**config.mk**
```make
export PLATFORM = sky130hd
export DESIGN_NAME = ctc_controller
export DESIGN_NICKNAME = d
export VERILOG_FILES = /design/src/hw/rtl/ctc_pkg.sv /design/src/hw/rtl/ctc_controller.sv
export SDC_FILE = /design/constraint.sdc
export NUM_CORES = 1
export LEC_CHECK = 0
export BUFFER_PORTS_ARGS = -buffer_cell sky130_fd_sc_hd__buf_2
export CORE_AREA = 5 5 42 44
export CTS_BUF_LIST = sky130_fd_sc_hd__clkbuf_4 sky130_fd_sc_hd__clkbuf_8
export DETAILED_ROUTE_END_ITERATION = 7
export DIE_AREA = 0 0 47 49
export PLACE_DENSITY_LB_ADDON = 0.2
export SLEW_MARGIN = 25
export SYNTH_ARGS = -nofsm -noshare
export SYNTH_HDL_FRONTEND = slang
export SYNTH_SLANG_ARGS = --single-unit
```
**constraint.sdc**
```tcl
create_clock -name i_clk -period 1.7 [get_ports i_clk]
set_input_delay 0.085 -clock i_clk [delete_from_list [all_inputs] [get_ports i_clk]]
set_output_delay 0.085 -clock i_clk [all_outputs]
set_load 0.03 [all_outputs]
```
**src/hw/rtl/ctc_pkg.sv**
```systemverilog
// Types and constants of the columnar transposition core.
// Used by the controller, the datapath, the top level and the port checker.
package ctc_pkg;

    localparam int BYTE_W     = 8;
    localparam int KEY_W      = 9;
    localparam int LEN_W      = 9;
    localparam int ROWS_W     = 10;
    localparam int LOAD_W     = 10;
    localparam int PROD_RK_W  = 2 * KEY_W;
    localparam int PROD_CR_W  = KEY_W + ROWS_W;
    localparam int IDX_W      = PROD_CR_W + 1;
    localparam int CFG_IDX_W  = 2;
    localparam int CFG_DATA_W = 9;

    localparam logic [CFG_IDX_W-1:0] CFG_DECRYPT_MODE   = 2'd0;
    localparam logic [CFG_IDX_W-1:0] CFG_KEY_COLUMNS    = 2'd1;
    localparam logic [CFG_IDX_W-1:0] CFG_MESSAGE_LENGTH = 2'd2;

    localparam logic CMD_LOAD  = 1'b0;
    localparam logic CMD_FETCH = 1'b1;

    typedef struct packed {
        logic              command;
        logic [BYTE_W-1:0] in_byte;
    } t_item;

    typedef struct packed {
        logic [BYTE_W-1:0] out_byte;
        logic              last_byte;
        logic              status;
    } t_result;

    typedef enum logic [2:0] {
        S_INIT,
        S_DIV,
        S_IDLE,
        S_READ,
        S_OUT
    } t_state;

    typedef struct packed {
        logic load_div;
        logic step_div;
        logic take_item;
        logic read_mem;
    } t_dp_cmd;

    typedef struct packed {
        logic div_done;
        logic is_fetch;
        logic emit;
        logic cfg_restart;
    } t_dp_status;

endpackage

```
**src/hw/rtl/ctc_controller.sv**
```systemverilog
// Sequencing state machine of the columnar transposition core.
// Depends on ctc_pkg for the state type and the command and status structs.
module ctc_controller (
    input  logic                i_clk,
    input  logic                i_rst_n,
    input  logic                start,
    input  ctc_pkg::t_dp_status i_status,
    output ctc_pkg::t_dp_cmd    o_cmd,
    output logic                busy,
    output logic                o_result_valid
);
    import ctc_pkg::*;

    t_state r_state;
    t_state n_state;

    always_ff @(posedge i_clk) begin
        if (!i_rst_n) begin
            r_state <= S_INIT;
        end else begin
            r_state <= n_state;
        end
    end

    always_comb begin
        n_state = r_state;
        o_cmd   = '0;
        case (r_state)
            S_INIT: begin
                o_cmd.load_div = 1'b1;
                n_state        = S_DIV;
            end
            S_DIV: begin
                o_cmd.step_div = 1'b1;
                if (i_status.div_done) begin
                    n_state = S_IDLE;
                end
            end
            S_IDLE: begin
                if (start) begin
                    o_cmd.take_item = 1'b1;
                    if (i_status.is_fetch) begin
                        n_state = S_READ;
                    end
                end
            end
            S_READ: begin
                o_cmd.read_mem = 1'b1;
                n_state        = S_OUT;
            end
            S_OUT: begin
                n_state = S_IDLE;
            end
            default: begin
                n_state = S_INIT;
            end
        endcase
        if (i_status.cfg_restart) begin
            n_state = S_INIT;
        end
    end

    assign busy           = (r_state != S_IDLE);
    assign o_result_valid = (r_state == S_OUT) && i_status.emit;

endmodule

```
After elaboration in Yosys (flattened, before gate mapping)
Index checks and enable logic that the tools add are counted.
{"block": "totals", "in_bits": 7, "wordCells": 23, "ff_bits": 3, "out_inout_bits": 6}
{"block": "op_classes", "n_mux": 9, "n_eq_ne": 8, "reduce_logical": 4, "n_bitwise": 1}
{"cell": "one-hot mux 3 bit (5 select lines)", "count": 1}
{"cell": "2-to-1 mux 3 bit", "count": 3}
{"cell": "== test 3 x 2 -> 1 bit, second input constant", "count": 2}
{"cell": "inequality test 2 bit, second input constant", "count": 3}
{"cell": "2-to-1 mux 1 bit", "count": 5}
{"cell": "== test 3 x 1 -> 1 bit, second input constant", "count": 1}
{"cell": "== test 3 bit, second input constant", "count": 1}
{"cell": "logical NOT 3 bit", "count": 1}
{"cell": "inequality test 3 x 2 -> 1 bit, second input constant", "count": 1}
{"cell": "AND reduction 3 bit", "count": 1}
{"cell": "OR reduction 2 bit", "count": 1}
{"cell": "logical AND 1 bit", "count": 1}
{"cell": "inverter 1 bit", "count": 1}

Longest topological paths before layout
Gate-level depths: netlist (run 1).
{"block": "logic_depth", "word_depth": 3, "depth_mapped": 3, "depth_no_buf": 2}

Least setup slack after synthesis (run 1)
OpenSTA, ideal clock, no wires.
{"block": "synth_timing", "kind": "register to output", "start": "register r_state[1]", "end": "output port o_cmd[2] (netlist bit)", "setup_slack_ps": 424, "t_arrival_ps": 1191, "path_buffers": 1, "required_ps": 1615, "stages_incl_launch_ff": 3, "cell_sequence": "dfxtp_1 > buf_2 > nor3b_1"}
{"element": "start: declaration", "line": "ctc_controller.sv:14", "text": "t_state r_state;"}
{"element": "start signal: assignment", "line": "ctc_controller.sv:21", "text": "r_state <= n_state;"}
{"element": "end: declaration", "line": "ctc_controller.sv:8", "text": "output ctc_pkg::t_dp_cmd o_cmd,"}

==> summary.md, run 1 <==
| Metric | Value |
|---|---|
| Outcome | completed |
| Synth area leaders | dfxtp_1 26%, a2111oi_4 12%, nand3b_4 8.8%, and3b_1 7.7%, nand2b_1 5.5% |
| Mapped Area | ~230 um^2 |
| Max stage delay cell, worst path | dfxtp_1 |
| Relative slew slack | about three quarters |
| CTS tree | yes |
| Flop pwr share | slightly above 30% |
| Reg area | roughly 60 um^2 |
| Vias in the first global route | 191 |
| Warnings from Yosys | 0 |
| Post-synthesis cell type count | 17 |
| Filler cells | 166 |
| FP Rows | 14 |
| Number of I/O port buffers | 12 |
| Worst r2r src | r_state[2] |
| Hold path depth | 2 |
| Multi-input logic area | approximately 140 um^2 |
| FF-to-FF setup slack | approximately 660 ps |
| DR WL met2 | 237 um |
| Gr usage total | 5.07% |
| First-pass GRT wire length | 793 um |
| Switching Fraction | between 20% and 30% |
| H-tree levels | 1 |
| Pin count of the biggest net entering global routing | 11 |
| Endpoints failing setup | 0 |
| Layout cells sized above 1 | just under 50% |
| Commonest non-fill, non-tap cell in the layout | buf_2 |
| Fmax | about 780 MHz |
| Met1 WL | 262 um |
| Initial antenna violation count | 0 |
| Peak fanout along the critical path | 9 |
| Top reg by flops | r_state |
| Tcrit/Tclk final | 75.8% |
| Inserted Clock Buffers | 3 |
| Psw | a little over 0.06 mW |
| Crit. End Element | primary output |
| Root Driver | clkbuf_4 |
| Final net count | 45 |
| Largest register FFs | 3 |
| Fin. max-slew vios | 0 |
| Die area | between 2000 and 2500 um^2 |
| Max_cap viols | 0 |
| Fin cells | 53 |
| DR iter-0 viols | 2 |
| N_diodes | 0 |
| Syn Nets | 31 |
| Hold Crit Class | input port to flop |
| I/O pins | 13 |
| Count of state elements after synthesis | 3 |
| VDD IR max | 165 uV |
| Largest regs | r_state (3) |
| Setup bufs post-CTS | 0 |
| Crit path required time | approximately 1600 ps |
| Met3 wire len | roughly 32 um |
| Layout Skew | 2.30 ps |
| Cell taking the most area after synthesis | dfxtp_1 |
| Most frequent cells in the layout | 12 x buf_2, 4 x clkbuf_4, 3 x dfxtp_1 |
| Horiz. Die Dim | between 40 and 50 um |
| RSZ-0062 raised after global routing | false |
| Fin Setup TNS | 0 ps |
| Avg Inst Size Synth | roughly 9.5 um^2 |
| Hold endpoint | r_state[2] |
| Crit start category | flop |
| Routability cong. | 0.618 |
| Sink Count | 3 |
| Routed Antenna Nets | 0 |
| Final min period | approximately 1300 ps |
| Area grow syn2layout | 39.0% |
| Drt wl/cell | 10.0 um |
| Initial core utilization | 16.2% |
| Final Hold Vio Count | 0 |
| Latest clock arrival within the worst-skew pair | about 230 ps |
| Core area | between 1000 and 1500 um^2 |
| Routed Wire Length | approximately 530 um |
| Hold-fix buffers at CTS | 0 |
| Vias per cell | roughly 4.0 |
| GR Overflow Total | 0 |
| Via count | roughly 210 |
| WS Path Type | flop to primary output |
| Int Pwr | roughly 0.2 mW |
| Sequential-to-total area share from yosys stat | 26.4% |
| Cell area power density | roughly 810 nW/um^2 |
| Clock-pin slew on the worst setup and hold paths | 40 ps |
| Share of the synthesized area in the top cell type | 26.4% |
| Crit path DAT | between 1000 and 1500 ps |
| R2r endpoint | r_state[2] |
| Post-cts repair resize count | 0 |
| HP Start | i_rst_n |
| Dpl cells | 49 |
| Clock power share | a little under three fifths |
| Logic gate share of total power | approximately 14% |
| Register-to-Register Path Depth | 2 |
| Die Y | between 40 and 50 um |
| Least-Margin Pin Slew | between 300 and 400 ps |
| Drc violations | 0 |
| Detailed Routing Iterations Pass 1 | 2 |
| Top Metal Used | met3 |
| Post-Synthesis Cells | 24 |
| CTS Buffer Depth | 2 |
| Worst path cell trace | nor2_1 -> and3_1 -> buf_2 |
| Leak | approximately 0.15 nW |
| Peak per-stage delay on the critical path | about 520 ps |
per-stage QoR:
step           power (mW)  area (um^2)  hold WS (ps)  worst slack (ps)  utilization, %
2_1_floorplan       0.105          228           241               424               -
3_3_place_gp        0.116          287           347               673            20.4
3_5_place_dp        0.117          287           345               664            20.4
4_1_cts             0.266          317          97.4               406            22.6
5_1_grt             0.269          317           123               326            22.6
6_report            0.257          317           109               411            22.6
kinds of logic (layout without fill, tap and decap cells):
family / after synthesis / in the layout / synth area share [%]
buffers and inverters: 4 / 17 / 11.0
AND/OR/NAND/NOR: 14 / 14 / 43.4
flip-flops: 3 / 3 / 26.4
AO/OA/AOI/OAI: 3 / 3 / 19.2
worst max-delay path: cells and delay by family (launching register included):
family	cells	cell delay [ps]
flops	1	520
simple gates	2	280
buf+inv	1	170
Yosys cell counts:
| cell type | instances |
|---|---|
| nand2b_1 | 2 |
| nand3b_4 | 1 |
| nand2_1 | 2 |
| dfxtp_1 | 3 |
| nor3_1 | 2 |
| nand3b_1 | 1 |
| nor2_1 | 1 |
| inv_1 | 1 |
| and3b_1 | 2 |
| o21a_1 | 1 |
| nor3b_1 | 1 |
| and3_1 | 1 |
| buf_6 | 1 |
| a2111oi_4 | 1 |
| buf_2 | 2 |
| a311oi_1 | 1 |
| and2_1 | 1 |
worst max path at each step:
stage,startpoint,endpoint,slack [ps],cells after the start
2_1_floorplan,r_state[1],o_cmd[2],420,2
3_3_place_gp,r_state[2],o_cmd[1],670,3
3_5_place_dp,r_state[2],o_cmd[1],660,3
4_1_cts,r_state[2],o_cmd[1],410,3
5_1_grt,r_state[2],o_result_valid,330,3
6_report,r_state[2],o_cmd[1],410,3
power groups by stage:
stage / sequential, mW / combinational, mW / clock (mW)
after floorplan: 0.0746 / 0.0304 / 0
after global placement: 0.0788 / 0.0370 / 0
after detailed placement: 0.0792 / 0.0375 / 0
after CTS: 0.0780 / 0.0375 / 0.150
after global routing: 0.0787 / 0.0398 / 0.150
final: 0.0779 / 0.0372 / 0.141
layout make-up:
| cell class | instances | area share, % |
|---|---|---|
| multi-input combinational | 17 | 45.1 |
| sequential | 3 | 19.0 |
| timing repair buffer | 12 | 19.0 |
| clock buffer | 4 | 9.49 |
| tap | 16 | 6.32 |
| inverter | 1 | 1.19 |
metal layers:
metal / track usage (%) / vias up
met4: 6.91 / 0
met1: 6.15 / 96
met2: 5.88 / 7
met3: 1.11 / 0
li1: - / 109
met5: 0 / -
Power figures use the tool's default switching activity.
==> run 2: changes to the inputs <==
- clock period: 1.7 -> 1.3 ns (I/O delays scaled with it)
==> summary.md, run 2 (synthesis results as in run 1) <==
| Metric | Value |
|---|---|
| Core area | approximately 1400 um^2 |
| Peak fanout along the critical path | 10 |
| Flop pwr share | between 30% and 40% |
| Final Hold Vio Count | 0 |
| Switching Fraction | approximately a quarter |
| Reg area | about 64 um^2 |
| Outcome | completed |
| DR iter-0 viols | 2 |
| Hold Crit Class | input port to flop |
| Psw | 0.0790 mW |
| Multi-input logic area | 143 um^2 |
| N_diodes | 0 |
| Clock power share | 54.8% |
| Routed Wire Length | between 500 and 600 um |
| Largest register FFs | 3 |
| Hold endpoint | r_state[2] |
| HP Start | i_rst_n |
| Crit start category | flop |
| Initial core utilization | 16.2% |
| Area grow syn2layout | 40.7% |
| Crit path required time | 1240 ps |
| R2r endpoint | r_state[0] |
| RSZ-0062 raised after global routing | false |
| Register-to-Register Path Depth | 2 |
| Hold-fix buffers at CTS | 0 |
| Vias in the first global route | 192 |
| Int Pwr | 0.255 mW |
| Worst r2r src | r_state[0] |
| Setup bufs post-CTS | 0 |
| Final design utilization | between 20% and 30% |
| Routability cong. | about 0.66 |
| H-tree levels | 1 |
| Crit path DAT | 1070 ps |
| Root Driver | clkbuf_4 |
| Tcrit/Tclk final | roughly 90% |
| Initial antenna violation count | 0 |
| Hold path depth | 2 |
| Max_cap viols | 0 |
| Die Y | slightly below 50 um |
| Via count | 209 |
| Die area | 2300 um^2 |
| CTS tree | yes |
| GRT met2 Usage | ~6% |
| Vias per cell | a little under 4 |
| Final net count | 45 |
| Largest regs | r_state (3) |
| Inserted Clock Buffers | 3 |
| Most frequent cells in the layout | 12 x buf_2, 4 x clkbuf_4, 3 x dfxtp_2 |
| Leak | 0.151 nW |
| Drt wl/cell | roughly 9.6 um |
| GR Overflow Total | 0 |
| VDD IR max | approximately 270 uV |
| FF-to-FF setup slack | approximately 350 ps |
| Crit. End Element | primary output |
| Final min period | 1140 ps |
| Filler cells | roughly 170 |
| I/O pins | 13 |
| FP Rows | 14 |
| Met3 Use GR | 1.85% |
| Routed Antenna Nets | 0 |
| Gr usage total | under 10% |
| First-pass GRT wire length | roughly 800 um |
| Layout Skew | around 4.7 ps |
| Fin Setup TNS | 0 ps |
| Drc violations | 0 |
| Least-Margin Pin Slew | around 220 ps |
| Fin. max-slew vios | 0 |
| Sink Count | 3 |
| Clock-pin slew on the worst setup and hold paths | 40 ps |
| Number of I/O port buffers | 12 |
| Cell area power density | approximately 1000 nW/um^2 |
| Latest clock arrival within the worst-skew pair | about 230 ps |
| Commonest non-fill, non-tap cell in the layout | buf_2 |
| Layout cells sized above 1 | 56.8% |
| CTS Buffer Depth | 2 |
| Logic gate share of total power | about 14% |
| Fmax | 878 MHz |
| Top reg by flops | r_state |
| M1 GR Usage | around 5.5% |
| Detailed Routing Iterations Pass 1 | 2 |
| Horiz. Die Dim | about 47 um |
| Busiest grt layer | met4 |
| Pin count of the biggest net entering global routing | 11 |
| WS Path Type | flop to primary output |
| Relative slew slack | 85.4% |
| Endpoints failing setup | 0 |
-- run 2: cell count changes in the layout (fill, tap and decap cells not counted) --
cell | previous run | this run
dfxtp_1 | 3 | 0
dfxtp_2 | 0 | 3
-- run 2: worst max-delay path: stages (launching register included) --
cell     delay [ps]
dfxtp_2         360
nor2_1          140
and3_1          160
buf_2           190
-- run 2: layer usage --
layer	wire length (um)	up-vias
met2	241	7
met5	0	-
li1	-	109
met3	50	0
met4	0	0
met1	218	93
-- run 2: cell type report --
class	instances	area share, %
clock buffer	4	9.38
inverter	1	1.17
multi-input combinational	17	44.5
sequential	3	19.9
tap	16	6.25
timing repair buffer	12	18.8
-- run 2: power by group through the flow --
stage | sequential, mW | clock [mW] | combinational [mW]
final | 0.103 | 0.183 | 0.0483
after floorplan | 0.0975 | 0 | 0.0397
after CTS | 0.102 | 0.193 | 0.0491
after detailed placement | 0.103 | 0 | 0.0490
after global placement | 0.103 | 0 | 0.0484
after global routing | 0.103 | 0.196 | 0.0524
-- run 2: worst max-delay path by stage --
stage                     from         end  slack, ps  cells after the start
floorplan           r_state[1]    o_cmd[2]         40                      2
global placement    r_state[2]  r_state[2]        280                      2
detailed placement  r_state[2]  r_state[2]        280                      2
CTS                 r_state[2]    o_cmd[1]         30                      3
global route        r_state[0]    o_cmd[1]         90                      3
finish              r_state[0]    o_cmd[1]        160                      3
-- run 2: stage by stage --
stage | worst slack [ps] | hold WS [ps] | cell area (um^2) | cells | total power [mW]
3_5_place_dp | 276 | 324 | 287 | 49 | 0.152
5_1_grt | 89.6 | 96.6 | 320 | 53 | 0.352
6_report | 161 | 89.7 | 320 | 53 | 0.334
2_1_floorplan | 44.1 | 221 | 228 | 24 | 0.137
3_3_place_gp | 284 | 323 | 287 | 49 | 0.152
4_1_cts | 29.6 | 80.3 | 317 | 53 | 0.344
-- run 2: timing repair --
action                                  CTS  global route
endpoints found under the setup margin    0             3
gates resized for setup                   0             3
endpoints found under the hold margin     0             0
